===== src/rtl/itsp_pkg.sv =====
// ----------------------------------------------------------------------------
// itsp_pkg - shared types and constants for inductive track steering
// Holds the sizing constants, register indexes and the controller command
// word that links the sequencer to the datapath.
// ----------------------------------------------------------------------------
package itsp_pkg;

  localparam int ADC_BITS   = 12;
  localparam int WINDOW_LEN = 6;

  localparam int GAIN_W   = 10;
  localparam int WEIGHT_W = 9;

  // trimmed sum of three samples, window position and window total
  localparam int TRIM_W = $clog2(3 * ((1 << ADC_BITS) - 1) + 1);
  localparam int WPOS_W = $clog2(WINDOW_LEN);
  localparam int WSUM_W = $clog2(WINDOW_LEN * 3 * ((1 << ADC_BITS) - 1) + 1);

  // weighted sums, ratio numerator and denominator
  localparam int LSUM_W  = WEIGHT_W + WSUM_W;
  localparam int RSUM_W  = WSUM_W + 8;
  localparam int DIFF_W  = LSUM_W;
  localparam int SCALE   = 25600;
  localparam int SCALE_W = 15;
  localparam int NUM_W   = DIFF_W + SCALE_W;
  localparam int BIAS    = 768 * WINDOW_LEN;
  localparam int DEN_W   = LSUM_W + 1;

  // |ratio| <= 25600 < 2^15, so fifteen quotient bits suffice
  localparam int Q_W      = 15;
  localparam int QCNT_W   = $clog2(Q_W);
  localparam int RATIO_W  = 16;
  localparam int DRIVE_W  = 17;
  localparam int DRIVE_LIMIT = 65535;

  // PD products and their sum
  localparam int PP_W    = GAIN_W + 1 + RATIO_W;
  localparam int DP_W    = GAIN_W + 1 + RATIO_W + 1;
  localparam int PDSUM_W = DP_W + 1;

  // configuration register indexes
  localparam int CFG_IDX_W = 2;
  localparam int CFG_ADDR_W = CFG_IDX_W + 2;
  localparam logic [CFG_IDX_W-1:0] REG_PROP_GAIN  = 2'd0;
  localparam logic [CFG_IDX_W-1:0] REG_DERIV_GAIN = 2'd1;
  localparam logic [CFG_IDX_W-1:0] REG_LEFT_WEIGHT = 2'd2;

  localparam logic [GAIN_W-1:0]   PROP_GAIN_RST   = 10'd8;
  localparam logic [GAIN_W-1:0]   DERIV_GAIN_RST  = 10'd270;
  localparam logic [WEIGHT_W-1:0] LEFT_WEIGHT_RST = 9'd205;

  typedef struct packed {
    logic load_in;
    logic win_wr;
    logic lsum_ld;
    logic num_ld;
    logic div_init;
    logic div_step;
    logic ratio_ld;
    logic pd_ld;
    logic out_ld;
  } dp_cmd_t;

endpackage


===== src/rtl/itsp_cfg.sv =====
// ----------------------------------------------------------------------------
// itsp_cfg - configuration registers
// Three gain and weight registers behind a simple APB-style slave.
// ----------------------------------------------------------------------------
module itsp_cfg (
  input  logic                            clk,
  input  logic                            rst_n,
  input  logic                            psel,
  input  logic                            penable,
  input  logic                            pwrite,
  input  logic [itsp_pkg::CFG_ADDR_W-1:0] paddr,
  input  logic [31:0]                     pwdata,
  output logic [31:0]                     prdata,
  output logic                            pready,
  output logic [itsp_pkg::GAIN_W-1:0]     prop_gain,
  output logic [itsp_pkg::GAIN_W-1:0]     deriv_gain,
  output logic [itsp_pkg::WEIGHT_W-1:0]   left_weight_q8
);
  import itsp_pkg::*;

  logic [GAIN_W-1:0]    prop_r, deriv_r;
  logic [WEIGHT_W-1:0]  weight_r;
  logic [CFG_IDX_W-1:0] idx;
  logic                 wr_en;

  assign pready = 1'b1;
  assign idx    = paddr[CFG_ADDR_W-1:2];
  assign wr_en  = psel && penable && pwrite;

  always_ff @(posedge clk) begin
    if (!rst_n) begin
      prop_r   <= PROP_GAIN_RST;
      deriv_r  <= DERIV_GAIN_RST;
      weight_r <= LEFT_WEIGHT_RST;
    end else if (wr_en) begin
      case (idx)
        REG_PROP_GAIN:   prop_r   <= pwdata[GAIN_W-1:0];
        REG_DERIV_GAIN:  deriv_r  <= pwdata[GAIN_W-1:0];
        REG_LEFT_WEIGHT: weight_r <= pwdata[WEIGHT_W-1:0];
        default: ;
      endcase
    end
  end

  always_comb begin
    case (idx)
      REG_PROP_GAIN:   prdata = 32'(prop_r);
      REG_DERIV_GAIN:  prdata = 32'(deriv_r);
      REG_LEFT_WEIGHT: prdata = 32'(weight_r);
      default:         prdata = '0;
    endcase
  end

  assign prop_gain      = prop_r;
  assign deriv_gain     = deriv_r;
  assign left_weight_q8 = weight_r;

endmodule


===== src/rtl/itsp_dpath.sv =====
// ----------------------------------------------------------------------------
// itsp_dpath - steering datapath
// Trimmed sums, moving window totals, weighted ratio by restoring division
// and the PD law with saturation. Every step is enabled by the controller.
// ----------------------------------------------------------------------------
module itsp_dpath (
  input  logic                                clk,
  input  logic                                rst_n,
  input  itsp_pkg::dp_cmd_t                   cmd,
  input  logic [itsp_pkg::GAIN_W-1:0]         prop_gain,
  input  logic [itsp_pkg::GAIN_W-1:0]         deriv_gain,
  input  logic [itsp_pkg::WEIGHT_W-1:0]       left_weight_q8,
  input  logic [5*itsp_pkg::ADC_BITS-1:0]     left_samples,
  input  logic [5*itsp_pkg::ADC_BITS-1:0]     right_samples,
  output logic signed [itsp_pkg::DRIVE_W-1:0] turn_drive,
  output logic signed [itsp_pkg::RATIO_W-1:0] position_ratio
);
  import itsp_pkg::*;

  localparam int TOT_W = ADC_BITS + 3;
  localparam int QD_W  = PDSUM_W - 8;
  localparam logic signed [QD_W-1:0] LIM_POS = QD_W'(DRIVE_LIMIT);
  localparam logic signed [QD_W-1:0] LIM_NEG = -QD_W'(DRIVE_LIMIT);

  // sum of five samples less one copy of the largest and of the smallest
  function automatic logic [TRIM_W-1:0] trim_sum(input logic [5*ADC_BITS-1:0] s);
    logic [TOT_W-1:0]    total;
    logic [ADC_BITS-1:0] hi, lo, v;
    total = '0;
    hi    = '0;
    lo    = '1;
    for (int k = 0; k < 5; k++) begin
      v     = s[k*ADC_BITS +: ADC_BITS];
      total = total + TOT_W'(v);
      if (v > hi) hi = v;
      if (v < lo) lo = v;
    end
    return TRIM_W'(total - TOT_W'(hi) - TOT_W'(lo));
  endfunction

  logic [TRIM_W-1:0]         trim_l_r, trim_r_r;
  logic [TRIM_W-1:0]         win_l_r [WINDOW_LEN];
  logic [TRIM_W-1:0]         win_r_r [WINDOW_LEN];
  logic [WPOS_W-1:0]         pos_r;
  logic [WSUM_W-1:0]         wl_r, wr_r;
  logic [LSUM_W-1:0]         lsum_r;
  logic [RSUM_W-1:0]         rsum_r;
  logic                      neg_r;
  logic [NUM_W-1:0]          num_r;
  logic [DEN_W-1:0]          den_r, rem_r;
  logic [Q_W-1:0]            nq_r;
  logic signed [RATIO_W-1:0] ratio_r, prev_r, ratio_out_r;
  logic signed [PP_W-1:0]    pp_r;
  logic signed [DP_W-1:0]    dp_r;
  logic signed [DRIVE_W-1:0] drive_r;

  logic [DIFF_W-1:0]         mag;
  logic [DEN_W:0]            trial;
  logic                      ge;
  logic signed [RATIO_W-1:0] qv;
  logic signed [RATIO_W:0]   dratio;
  logic signed [PDSUM_W-1:0] pdsum, pdadj;
  logic signed [QD_W-1:0]    pdq;
  logic signed [DRIVE_W-1:0] drive_nxt;

  // magnitude of L - R, sign kept apart
  assign mag = (lsum_r < LSUM_W'(rsum_r)) ? DIFF_W'(LSUM_W'(rsum_r) - lsum_r)
                                          : DIFF_W'(lsum_r - LSUM_W'(rsum_r));

  assign trial = {rem_r, nq_r[Q_W-1]};
  assign ge    = trial >= {1'b0, den_r};
  assign qv    = $signed({1'b0, nq_r});

  assign dratio = $signed({ratio_r[RATIO_W-1], ratio_r}) - $signed({prev_r[RATIO_W-1], prev_r});

  // truncate toward zero, then clamp
  assign pdsum = PDSUM_W'(pp_r) + PDSUM_W'(dp_r);
  assign pdadj = pdsum + (pdsum[PDSUM_W-1] ? PDSUM_W'(255) : PDSUM_W'(0));
  assign pdq   = QD_W'(pdadj >>> 8);

  always_comb begin
    priority if (pdq > LIM_POS) drive_nxt = DRIVE_W'(LIM_POS);
    else if (pdq < LIM_NEG)     drive_nxt = DRIVE_W'(LIM_NEG);
    else                        drive_nxt = DRIVE_W'(pdq);
  end

  // window store and running totals
  always_ff @(posedge clk) begin
    if (!rst_n) begin
      for (int k = 0; k < WINDOW_LEN; k++) begin
        win_l_r[k] <= '0;
        win_r_r[k] <= '0;
      end
      pos_r  <= '0;
      wl_r   <= '0;
      wr_r   <= '0;
      prev_r <= '0;
    end else begin
      if (cmd.win_wr) begin
        win_l_r[pos_r] <= trim_l_r;
        win_r_r[pos_r] <= trim_r_r;
        wl_r  <= wl_r + WSUM_W'(trim_l_r) - WSUM_W'(win_l_r[pos_r]);
        wr_r  <= wr_r + WSUM_W'(trim_r_r) - WSUM_W'(win_r_r[pos_r]);
        pos_r <= (pos_r == WPOS_W'(WINDOW_LEN - 1)) ? '0 : pos_r + 1'b1;
      end
      if (cmd.out_ld) prev_r <= ratio_r;
    end
  end

  // arithmetic pipeline registers
  always_ff @(posedge clk) begin
    if (cmd.load_in) begin
      trim_l_r <= trim_sum(left_samples);
      trim_r_r <= trim_sum(right_samples);
    end
    if (cmd.lsum_ld) begin
      lsum_r <= LSUM_W'(left_weight_q8) * LSUM_W'(wl_r);
      rsum_r <= {wr_r, 8'd0};
    end
    if (cmd.num_ld) begin
      neg_r <= lsum_r < LSUM_W'(rsum_r);
      num_r <= NUM_W'(SCALE) * NUM_W'(mag);
      den_r <= DEN_W'(lsum_r) + DEN_W'(rsum_r) + DEN_W'(BIAS);
    end
    if (cmd.div_init) begin
      rem_r <= DEN_W'(num_r[NUM_W-1:Q_W]);
      nq_r  <= num_r[Q_W-1:0];
    end else if (cmd.div_step) begin
      rem_r <= ge ? DEN_W'(trial - {1'b0, den_r}) : DEN_W'(trial);
      nq_r  <= {nq_r[Q_W-2:0], ge};
    end
    if (cmd.ratio_ld) ratio_r <= neg_r ? -qv : qv;
    if (cmd.pd_ld) begin
      pp_r <= $signed({1'b0, prop_gain}) * ratio_r;
      dp_r <= $signed({1'b0, deriv_gain}) * dratio;
    end
    if (cmd.out_ld) begin
      drive_r     <= drive_nxt;
      ratio_out_r <= ratio_r;
    end
  end

  assign turn_drive     = drive_r;
  assign position_ratio = ratio_out_r;

  a_rem_below_den: assert property (@(posedge clk) disable iff (!rst_n)
    cmd.div_step |-> rem_r < den_r)
    else $error("division remainder not below divisor");

  a_ratio_range: assert property (@(posedge clk) disable iff (!rst_n)
    cmd.ratio_ld |=> (ratio_r <= 16'sd25600) && (ratio_r >= -16'sd25600))
    else $error("position ratio out of range");

  a_drive_range: assert property (@(posedge clk) disable iff (!rst_n)
    cmd.out_ld |=> (drive_r <= 17'sd65535) && (drive_r >= -17'sd65535))
    else $error("turn drive not saturated");

endmodule


===== src/rtl/itsp_ctrl.sv =====
// ----------------------------------------------------------------------------
// itsp_ctrl - sequencer
// Steps one word through trim, window, weighted sum, division, ratio and PD
// stages and owns both handshakes.
// ----------------------------------------------------------------------------
module itsp_ctrl (
  input  logic              clk,
  input  logic              rst_n,
  input  logic              in_valid,
  output logic              in_stall,
  output logic              out_valid,
  input  logic              out_stall,
  output itsp_pkg::dp_cmd_t cmd
);
  import itsp_pkg::*;

  localparam logic [3:0] ST_IDLE  = 4'd0;
  localparam logic [3:0] ST_WIN   = 4'd1;
  localparam logic [3:0] ST_LSUM  = 4'd2;
  localparam logic [3:0] ST_NUM   = 4'd3;
  localparam logic [3:0] ST_DINIT = 4'd4;
  localparam logic [3:0] ST_DIV   = 4'd5;
  localparam logic [3:0] ST_RATIO = 4'd6;
  localparam logic [3:0] ST_PD    = 4'd7;
  localparam logic [3:0] ST_DONE  = 4'd8;

  logic [3:0]        state_r, state_nxt;
  logic [QCNT_W-1:0] cnt_r, cnt_nxt;
  logic              out_valid_r, out_valid_nxt;
  logic              in_acc, out_free;

  assign in_stall = (state_r != ST_IDLE);
  assign in_acc   = in_valid && !in_stall;
  assign out_free = !out_valid_r || !out_stall;

  always_comb begin
    state_nxt = state_r;
    cnt_nxt   = cnt_r;
    cmd       = '0;
    unique case (state_r)
      ST_IDLE: begin
        if (in_acc) begin
          cmd.load_in = 1'b1;
          state_nxt   = ST_WIN;
        end
      end
      ST_WIN: begin
        cmd.win_wr = 1'b1;
        state_nxt  = ST_LSUM;
      end
      ST_LSUM: begin
        cmd.lsum_ld = 1'b1;
        state_nxt   = ST_NUM;
      end
      ST_NUM: begin
        cmd.num_ld = 1'b1;
        state_nxt  = ST_DINIT;
      end
      ST_DINIT: begin
        cmd.div_init = 1'b1;
        cnt_nxt      = '0;
        state_nxt    = ST_DIV;
      end
      ST_DIV: begin
        cmd.div_step = 1'b1;
        cnt_nxt      = cnt_r + 1'b1;
        if (cnt_r == QCNT_W'(Q_W - 1)) state_nxt = ST_RATIO;
      end
      ST_RATIO: begin
        cmd.ratio_ld = 1'b1;
        state_nxt    = ST_PD;
      end
      ST_PD: begin
        cmd.pd_ld = 1'b1;
        state_nxt = ST_DONE;
      end
      ST_DONE: begin
        // hold until the output register is free
        if (out_free) begin
          cmd.out_ld = 1'b1;
          state_nxt  = ST_IDLE;
        end
      end
      default: state_nxt = ST_IDLE;
    endcase
  end

  always_comb begin
    priority if (cmd.out_ld)           out_valid_nxt = 1'b1;
    else if (out_valid_r && !out_stall) out_valid_nxt = 1'b0;
    else                               out_valid_nxt = out_valid_r;
  end

  always_ff @(posedge clk) begin
    if (!rst_n) begin
      state_r     <= ST_IDLE;
      cnt_r       <= '0;
      out_valid_r <= 1'b0;
    end else begin
      state_r     <= state_nxt;
      cnt_r       <= cnt_nxt;
      out_valid_r <= out_valid_nxt;
    end
  end

  assign out_valid = out_valid_r;

  a_no_overwrite: assert property (@(posedge clk) disable iff (!rst_n)
    cmd.out_ld |-> (!out_valid_r || !out_stall))
    else $error("result overwritten while stalled");

  a_accept_starts: assert property (@(posedge clk) disable iff (!rst_n)
    (in_valid && !in_stall) |=> state_r == ST_WIN)
    else $error("accepted word did not start the sequence");

  a_valid_source: assert property (@(posedge clk) disable iff (!rst_n)
    $rose(out_valid_r) |-> $past(cmd.out_ld))
    else $error("result valid without a load");

endmodule


===== src/rtl/inductive_track_steering_pd.sv =====
// ----------------------------------------------------------------------------
// inductive_track_steering_pd - PD steering from two track-sensing coils
// Trimmed-mean moving average per coil, weighted difference ratio and a
// proportional-derivative drive law.
// ----------------------------------------------------------------------------
// Usage:
//   Input channel (in_valid / in_stall): one word carries five 12-bit ADC
//   samples per coil. in_stall is low only while the sequencer is idle.
//   Result channel (out_valid / out_stall): one word per input word with the
//   saturated turn drive and the position ratio (percent, Q8).
//   The next word is taken the cycle after the result is loaded; the sequencer
//   takes no new word until it is through with the last one. The fifteen-step
//   restoring divider for the ratio is the longest part of the sequence.
//   A result waiting on out_stall does not block acceptance of the next word;
//   the sequencer holds only if a new result is ready and the old one has not
//   been taken.
//   Reset (rst_n low, synchronous): window cleared, previous ratio zero, gains
//   back to 8 / 270 and left weight to 205. Write configuration only while
//   idle, through the APB-style port (pready always high).
// ----------------------------------------------------------------------------
module inductive_track_steering_pd (
  input  logic                                clk,
  input  logic                                rst_n,
  // configuration
  input  logic                                psel,
  input  logic                                penable,
  input  logic                                pwrite,
  input  logic [itsp_pkg::CFG_ADDR_W-1:0]     paddr,
  input  logic [31:0]                         pwdata,
  output logic [31:0]                         prdata,
  output logic                                pready,
  // input words
  input  logic                                in_valid,
  output logic                                in_stall,
  input  logic [itsp_pkg::ADC_BITS-1:0]       in_left_sample_a,
  input  logic [itsp_pkg::ADC_BITS-1:0]       in_left_sample_b,
  input  logic [itsp_pkg::ADC_BITS-1:0]       in_left_sample_c,
  input  logic [itsp_pkg::ADC_BITS-1:0]       in_left_sample_d,
  input  logic [itsp_pkg::ADC_BITS-1:0]       in_left_sample_e,
  input  logic [itsp_pkg::ADC_BITS-1:0]       in_right_sample_a,
  input  logic [itsp_pkg::ADC_BITS-1:0]       in_right_sample_b,
  input  logic [itsp_pkg::ADC_BITS-1:0]       in_right_sample_c,
  input  logic [itsp_pkg::ADC_BITS-1:0]       in_right_sample_d,
  input  logic [itsp_pkg::ADC_BITS-1:0]       in_right_sample_e,
  // result words
  output logic                                out_valid,
  input  logic                                out_stall,
  output logic signed [itsp_pkg::DRIVE_W-1:0] out_turn_drive,
  output logic signed [itsp_pkg::RATIO_W-1:0] out_position_ratio
);
  import itsp_pkg::*;

  dp_cmd_t             cmd;
  logic [GAIN_W-1:0]   prop_gain, deriv_gain;
  logic [WEIGHT_W-1:0] left_weight_q8;

  // configuration registers
  itsp_cfg u_cfg (
    .clk            (clk),
    .rst_n          (rst_n),
    .psel           (psel),
    .penable        (penable),
    .pwrite         (pwrite),
    .paddr          (paddr),
    .pwdata         (pwdata),
    .prdata         (prdata),
    .pready         (pready),
    .prop_gain      (prop_gain),
    .deriv_gain     (deriv_gain),
    .left_weight_q8 (left_weight_q8)
  );

  // sequencer: handshakes and step enables
  itsp_ctrl u_ctrl (
    .clk       (clk),
    .rst_n     (rst_n),
    .in_valid  (in_valid),
    .in_stall  (in_stall),
    .out_valid (out_valid),
    .out_stall (out_stall),
    .cmd       (cmd)
  );

  // datapath: samples packed with sample a in the low bits
  itsp_dpath u_dpath (
    .clk            (clk),
    .rst_n          (rst_n),
    .cmd            (cmd),
    .prop_gain      (prop_gain),
    .deriv_gain     (deriv_gain),
    .left_weight_q8 (left_weight_q8),
    .left_samples   ({in_left_sample_e, in_left_sample_d, in_left_sample_c,
                      in_left_sample_b, in_left_sample_a}),
    .right_samples  ({in_right_sample_e, in_right_sample_d, in_right_sample_c,
                      in_right_sample_b, in_right_sample_a}),
    .turn_drive     (out_turn_drive),
    .position_ratio (out_position_ratio)
  );

endmodule


===== config.mk =====
export PLATFORM = sky130hd
export DESIGN_NAME = inductive_track_steering_pd
export DESIGN_NICKNAME = d
export VERILOG_FILES = /design/src/rtl/itsp_pkg.sv /design/src/rtl/itsp_cfg.sv /design/src/rtl/itsp_dpath.sv /design/src/rtl/itsp_ctrl.sv /design/src/rtl/inductive_track_steering_pd.sv
export SDC_FILE = /design/constraint.sdc
export NUM_CORES = 2
export LEC_CHECK = 0
export BUFFER_PORTS_ARGS = -buffer_cell sky130_fd_sc_hd__buf_2
export CAP_MARGIN = 20
export CELL_PAD_IN_SITES_DETAIL_PLACEMENT = 2
export CELL_PAD_IN_SITES_GLOBAL_PLACEMENT = 2
export CORE_MARGIN = 2
export CORE_UTILIZATION = 36
export CTS_BUF_LIST = sky130_fd_sc_hd__clkbuf_4 sky130_fd_sc_hd__clkbuf_8
export DETAILED_ROUTE_END_ITERATION = 8
export GPL_ROUTABILITY_DRIVEN = 0
export PLACE_DENSITY = 0.76
export SLEW_MARGIN = 20
export SYNTH_ARGS = -nofsm -noshare
export SYNTH_HDL_FRONTEND = slang
export SYNTH_SLANG_ARGS = --single-unit

===== constraint.sdc =====
create_clock -name clk -period 11.1 [get_ports clk]
set_input_delay 0.555 -clock clk [delete_from_list [all_inputs] [get_ports clk]]
set_output_delay 0.555 -clock clk [all_outputs]
set_load 0.05 [all_outputs]

Word level (Yosys, flattened, before mapping)

Memory sizes are Yosys's and may differ from the RTL's. A register that Yosys moved wholly into a read port is not among the register bits.
Index checks and enable logic that the tools add are counted.

Bits in registers: 367
Memory bits (writable): 168
Output and inout port bits: 68
Memories kept: 2

Memory list:

| name            | depth | width | rd ports | clocked after Yosys merged registers in | write ports | RTL line         | text |
|---|---|---|---|---|---|---|---|
| u_dpath.win_l_r | 6     | 14    | 1        | 1                                       | 6           | itsp_dpath.sv:42 | `logic [TRIM_W-1:0] win_l_r [WINDOW_LEN];` |
| u_dpath.win_r_r | 6     | 14    | 1        | 1                                       | 6           | itsp_dpath.sv:43 | `logic [TRIM_W-1:0] win_r_r [WINDOW_LEN];` |

Add/sub/neg operators: 27
$mul: 4
Magnitude comparators: 24
Equality and inequality tests: 15
Mux-type cells: 83
Reductions and logical operators: 21

Operators with widths:

| cell                                               | count |
|---|---|
| 2-to-1 mux 12 bit                                  | 40 |
| greater-than comparator 12 bit                     | 8 |
| less-than comparator 12 bit                        | 8 |
| adder 14 x 12 -> 14 bit                            | 6 |
| 2-to-1 mux 26 bit                                  | 3 |
| subtractor 14 x 12 -> 14 bit                       | 4 |
| 2-to-1 mux 15 bit                                  | 3 |
| case mux 4 bit (9 select lines)                    | 1 |
| adder 17 x 14 -> 17 bit                            | 2 |
| subtractor 17 x 14 -> 17 bit                       | 2 |
| multiplier 5 x 26 -> 31 bit (first input constant) | 1 |
| case mux 10 bit (3 select lines)                   | 1 |
| adder 27 x 28 -> 29 bit                            | 1 |
| adder 29 bit                                       | 1 |
| greater-or-equal comparator 28 x 27 -> 1 bit       | 1 |
| multiplier 11 x 17 -> 28 bit                       | 1 |
| 2-to-1 mux 14 bit                                  | 2 |
| OR reduction 14 bit                                | 2 |
| adder 26 x 25 -> 27 bit                            | 1 |
| adder 27 x 13 -> 27 bit (second input constant)    | 1 |
| multiplier 11 x 16 -> 27 bit                       | 1 |
| 2-to-1 mux 27 bit                                  | 1 |
| subtractor 27 bit                                  | 1 |
| adder 12 x 12 -> 13 bit                            | 2 |
| 36 further kinds                                   | 80 |

Longest topological paths before layout

Depth in word-level cells: 20
Depth in mapped cells: 67
Gate-level depth less buffers: 63

By module

A second synthesis with hierarchy kept.

Cell total of the unflattened synthesis: 6301
Area total of the unflattened synthesis: 62209.7 µm²

By module, submodules not included:

| module     | instances | cells each | area an instance (µm²) |
|---|---|---|---|
| itsp_dpath | 1         | 6058       | 60101.4 |
| itsp_cfg   | 1         | 179        | 1579.0 |
| itsp_ctrl  | 1         | 64         | 529.3 |

Worst setup path after synthesis

No wires, ideal clock.

Kind: input-to-reg
Start point: in in_right_sample_a[9] in the netlist's numbering
End point: reg u_dpath.trim_r_r[13], data pin
Library setup time: 0.260 ns
Arrival time: 12.002 ns
Setup slack: -1.162 ns
Stages: 64
Path through: inv_1 ha_1 a21o_1 a21o_1 a211oi_1 o31a_1 clkbuf_1 nor2_1 a21oi_1 ha_1 a21o_1 a21oi_1 nor2b_1 o21ai_0 nand2b_1 a21oi_1 o21ai_0 a211oi_1 (+28 left out) mux2i_1 fa_1 fa_1 fa_1 inv_1 ha_1 nor2b_1 o21ai_0 a21boi_0 o21ai_0 a21boi_0 o21ai_0 a21boi_0 o21ai_0 nand2b_1 a21o_1 a21oi_1 xnor2_1

Longest elaborated chain between the ends: 17
Elaborated cells between the ends (all ways): 36

Ends and longest elaborated chain:

| item                                    | RTL line                          | text |
|---|---|---|
| start, declared                         | inductive_track_steering_pd.sv:40 | `input logic [itsp_pkg::ADC_BITS-1:0] in_right_sample_a,` |
| greater-than comparator 12 x 1 -> 1 bit | itsp_dpath.sv:35                  | `if (v > hi) hi = v;` |
| 2-to-1 mux 12 bit                       | itsp_dpath.sv:35                  |  |
| 2-to-1 mux 12 bit                       | itsp_dpath.sv:112                 | `if (cmd.load_in) begin` |
| greater-than comparator 12 bit          | itsp_dpath.sv:35                  |  |
| 2-to-1 mux 12 bit                       | itsp_dpath.sv:35                  |  |
| 2-to-1 mux 12 bit                       | itsp_dpath.sv:112                 |  |
| greater-than comparator 12 bit          | itsp_dpath.sv:35                  |  |
| 2-to-1 mux 12 bit                       | itsp_dpath.sv:35                  |  |
| 2-to-1 mux 12 bit                       | itsp_dpath.sv:112                 |  |
| greater-than comparator 12 bit          | itsp_dpath.sv:35                  |  |
| 2-to-1 mux 12 bit                       | itsp_dpath.sv:35                  |  |
| 2-to-1 mux 12 bit                       | itsp_dpath.sv:112                 |  |
| greater-than comparator 12 bit          | itsp_dpath.sv:35                  |  |
| 2-to-1 mux 12 bit                       | itsp_dpath.sv:35                  |  |
| 2-to-1 mux 12 bit                       | itsp_dpath.sv:112                 |  |
| subtractor 14 x 12 -> 14 bit            | itsp_dpath.sv:38                  | `return TRIM_W'(total - TOT_W'(hi) - TOT_W'(lo));` |
| subtractor 14 x 12 -> 14 bit *          | itsp_dpath.sv:38                  |  |
| end signal, assigned                    | itsp_dpath.sv:114                 | `trim_r_r <= trim_sum(right_samples);` |
| end, declared                           | itsp_dpath.sv:41                  | `logic [TRIM_W-1:0] trim_l_r, trim_r_r;` |

Every way passes the cells marked *; elsewhere a longest branch is shown, timed or not. The select of a mux whose other input is x is not followed.
A chain may end at the register's enable or synchronous reset.

Final worst setup path

Start point: in in_right_sample_b[1] in the netlist's numbering
End point: reg u_dpath.trim_r_r[13], data pin

Longest elaborated chain between the ends: 14
Elaborated cells between the ends (all ways): 30

Ends and longest elaborated chain:

| item                           | RTL line                          | text |
|---|---|---|
| start, declared                | inductive_track_steering_pd.sv:41 | `input logic [itsp_pkg::ADC_BITS-1:0] in_right_sample_b,` |
| greater-than comparator 12 bit | itsp_dpath.sv:35                  |  |
| 2-to-1 mux 12 bit              | itsp_dpath.sv:35                  |  |
| 2-to-1 mux 12 bit              | itsp_dpath.sv:112                 |  |
| greater-than comparator 12 bit | itsp_dpath.sv:35                  |  |
| 2-to-1 mux 12 bit              | itsp_dpath.sv:35                  |  |
| 2-to-1 mux 12 bit              | itsp_dpath.sv:112                 |  |
| greater-than comparator 12 bit | itsp_dpath.sv:35                  |  |
| 2-to-1 mux 12 bit              | itsp_dpath.sv:35                  |  |
| 2-to-1 mux 12 bit              | itsp_dpath.sv:112                 |  |
| greater-than comparator 12 bit | itsp_dpath.sv:35                  |  |
| 2-to-1 mux 12 bit              | itsp_dpath.sv:35                  |  |
| 2-to-1 mux 12 bit              | itsp_dpath.sv:112                 |  |
| subtractor 14 x 12 -> 14 bit   | itsp_dpath.sv:38                  |  |
| subtractor 14 x 12 -> 14 bit * | itsp_dpath.sv:38                  |  |

Marks and branches as above.

==> results by group <==
STA
  – Slew Viols, Final: 0
  – Crit path time final: 11.89 ns
  – Setup ws final: -0.7883 ns
  – Clk_skew: 0.06524 ns
  – Hold WS: 0.07312 ns
  – Period utilization: 107.1%
  – RSZ-0062 raised after global routing: true
  – Worst-Margin Slew: 1.195 ns
  – Final Setup Violations: 8
  – Setup TNS: -2.538 ns
  – Peak Freq: 0.08412 GHz
  – Slew HR: 19.51%
  – Final hold viol count: 0

Final layout
  – Util after Layout: 42.12%
  – Syn-to-layout area delta: 16.09%
  – Commonest non-fill, non-tap cell in the layout: inv_1
  – Most frequent cells in the layout: inv_1 (1025), ha_1 (648), fa_1 (549)
  – Fin nets: 8299
  – Share of cells above drive strength 1: 16.90%
  – Post-route cell area: 0.07234 mm^2

Drt
  – Vias: 49530
  – 1st-iter DRT viols: 2328
  – Antenna viol nets, final: 0
  – DR DRC count: 0
  – Routed WL: 219900 um
  – First drt pass iteration count: 6
  – Via density: 5.311
  – Wire length per cell: 23.59 um

Worst setup path
  – CP max stage delay: 0.50 ns
  – Required time of the critical path: 11.68 ns
  – CP endpoint kind: register
  – CP delay by family, top: compound AO/OA/AOI/OAI gates
  – CP arrival: 12.47 ns
  – CP Max Fanout: 6
  – Worst setup path class: input port to register
  – CP Launch Point: in_right_sample_b[1]
  – CP max stage cell: fa_2
  – R2R depth: 29
  – R2R Path End: u_dpath.dp_r[27]
  – R2R Setup Slk: 1.19 ns
  – Most Frequent Cell on Critical Path: a21o_1
  – Reg-to-Reg Start: u_dpath.ratio_r[0]
  – Crit start category: input port
  – WP buf/inv: 7

Yosys
  – Mean Syn Cell Area: 9.764 um^2
  – Post-synth EDFFs: 498
  – Post-synthesis sequential area ratio: 27.05%
  – Synth Register Bits: 593
  – Synthesized area: 0.06231 mm^2
  – Synth Flop Type: edfxtp_1
  – Cells after Synth: 6382
  – Post-synthesis async set-or-reset flop share: 0%
  – Library cells used by synthesis: 96
  – Count of warnings emitted by yosys: 0

Power and ir drop
  – Cell Pwr Density: 259.9 mW/mm^2
  – P_leak: 32.59 nW
  – Max VDD drop: 229.9 uV

Place
  – HPWL Detailed: 164900 um
  – Port Buffers: 183
  – Post-place setup slack: -1.941 ns
  – Placed Area: 0.06832 mm^2

Run
  – Max cap viols: 0

Global route
  – Vias in the first global route: 57390
  – Global-route wire length before repair: 328400 um
  – Gr ovfl total: 0
  – Largest net degree at the start of global routing: 68
  – Antenna violations before repair: 12
  – Global router's overall resource usage: 23.83%

Worst hold path
  – Worst Hold Launch: pwdata[8]
  – Hold depth: 3
  – Hold Crit Endpoint: u_cfg.left_weight_q8[8]
  – Worst hold path class: input port to register

Floorplanning
  – Initial core utilization: 36.28%
  – Die height: 420.0 um
  – IO Pins: 231
  – CORE AREA: 0.1717 mm^2
  – Chip width: 420.0 um
  – Placement row count: 152
  – Die footprint: 0.1764 mm^2

Clock network
  – H-tree lvl count: 3
  – Clk_lat worst skew: 0.87 ns
  – Clock sink count: 593
  – Clk buf depth: 3
  – CTS tree: done
  – CTS Root Cell: clkbuf_8
  – Clk pin slew, worst setup/hold paths: 0.07 ns
  – TritonCTS buffer count: 109

Status
  – Run status: finished, violations left
  – Failing checks: setup timing
-- area by class of cell --
| cell class | instances | area, um^2 |
|---|---|---|
| Antenna cell | 14 | 35.03 |
| Clock buffer | 159 | 1969 |
| Sequential cell | 593 | 16860 |
| Clock inverter | 45 | 470.5 |
| Fill cell | 18260 | 99400 |
| Multi-Input combinational cell | 4531 | 41760 |
| Inverter | 1037 | 3896 |
| Tap cell | 2310 | 2890 |
| Timing Repair Buffer | 636 | 4448 |
-- cells by family after synthesis --
kind of cell / Yosys count / share of synthesized area, %
compound gates: 989 / 10.28
xor+xnor: 270 / 3.819
fa+ha+maj: 1228 / 31.36
buf+inv: 1279 / 7.865
flops: 593 / 27.05
mux: 281 / 5.743
other cells: 2 / 0.01205
simple gates: 1740 / 13.87
-- layer usage --
metal  routed length [um]  up-vias  part of all wire (%)  track usage, %
met5                   29        -                 0.013               0
met4                10090        4                   4.6           9.590
met3                 6375      425                   2.9           2.324
met2               114700      938                    52           44.00
met1                88780    25730                    40           28.10
li1                     -    22430                     -               -
-- what timing repair did --
item / CTS / global route
setup buffers: 23 / 49
endpoints found under the hold margin: 7 / 0
gates resized for setup: 57 / 165
hold buffers: 3 / 0
setup endpoints to repair: 11 / 16
pin swaps: 29 / 125
-- through the flow --
stage	power, mW	cells
6_report	18.80	9325
5_1_grt	20.41	9323
4_1_cts	18.13	9269
3_5_place_dp	15.19	9039
3_3_place_gp	14.20	9039
2_1_floorplan	11.28	6403
-- power by group --
part / switching (mW) / internal [mW] / total (mW) / leakage (nW)
sequential: 0.256 / 3.13 / 3.38 / 5.49
combinational: 7.22 / 5.80 / 13.0 / 25.8
clock: 1.08 / 1.32 / 2.40 / 1.26
total: 8.55 / 10.2 / 18.8 / 32.6
-- worst max-delay path by stage --
stage                                      end  slack [ns]  cells past startpoint
after CTS                 u_dpath.trim_r_r[12]        0.01                     67
after global routing      u_dpath.trim_r_r[13]       -1.14                     58
final                     u_dpath.trim_r_r[13]       -0.79                     55
after detailed placement  u_dpath.trim_r_r[13]       -1.94                     58
after floorplan           u_dpath.trim_r_r[13]      -0.008                     65
after global placement    u_dpath.trim_r_r[13]       -0.69                     66
-- cells in the mapped netlist, types with 36 or more instances --
cell type / count / area share, %
ha_1: 672 / 13
nand2b_1: 56 / 0.56
xnor2_1: 197 / 2.8
nor2_1: 316 / 1.9
nand4_1: 54 / 0.54
nor4_1: 36 / 0.36
dfxtp_1: 95 / 3.1
a21o_1: 98 / 1.2
mux2_2: 52 / 0.94
o21ai_0: 210 / 1.7
o21bai_1: 37 / 0.45
edfxtp_1: 498 / 24
inv_1: 1032 / 6.2
nor2b_1: 76 / 0.76
clkbuf_1: 189 / 1.1
nor3_1: 126 / 1.0
a21boi_0: 57 / 0.69
fa_1: 556 / 18
and2_1: 366 / 3.7
o21a_1: 47 / 0.57
mux4_2: 56 / 2.0
mux2i_1: 173 / 2.8
nand2_1: 521 / 3.1
xor2_1: 71 / 1.0
nand3_1: 69 / 0.55
a21oi_1: 301 / 2.4
-- worst register-to-register path, delay by kind of cell, from the launching register on --
kind | cells | cell delay [ns]
AO/OA/AOI/OAI | 15 | 3.91
adder cells (fa/ha/maj) | 8 | 3.50
XOR/XNOR | 2 | 1.12
flip-flops | 1 | 0.66
buffers and inverters | 3 | 0.27
AND/OR/NAND/NOR | 1 | 0.19
-- registers in the layout, summed over array words and instances, names as in the netlist, 17 cells and up, named ones only --
name,count
u_dpath.rem_r,27
u_dpath.num_r,30
u_dpath.win_r_r,112
u_dpath.wl_r,17
u_dpath.turn_drive,17
u_dpath.rsum_r,17
u_dpath.dp_r,28
u_dpath.pp_r,27
u_dpath.wr_r,17
u_dpath.lsum_r,26
u_dpath.win_l_r,112
u_dpath.den_r,27
Power figures use the tool's default switching activity.
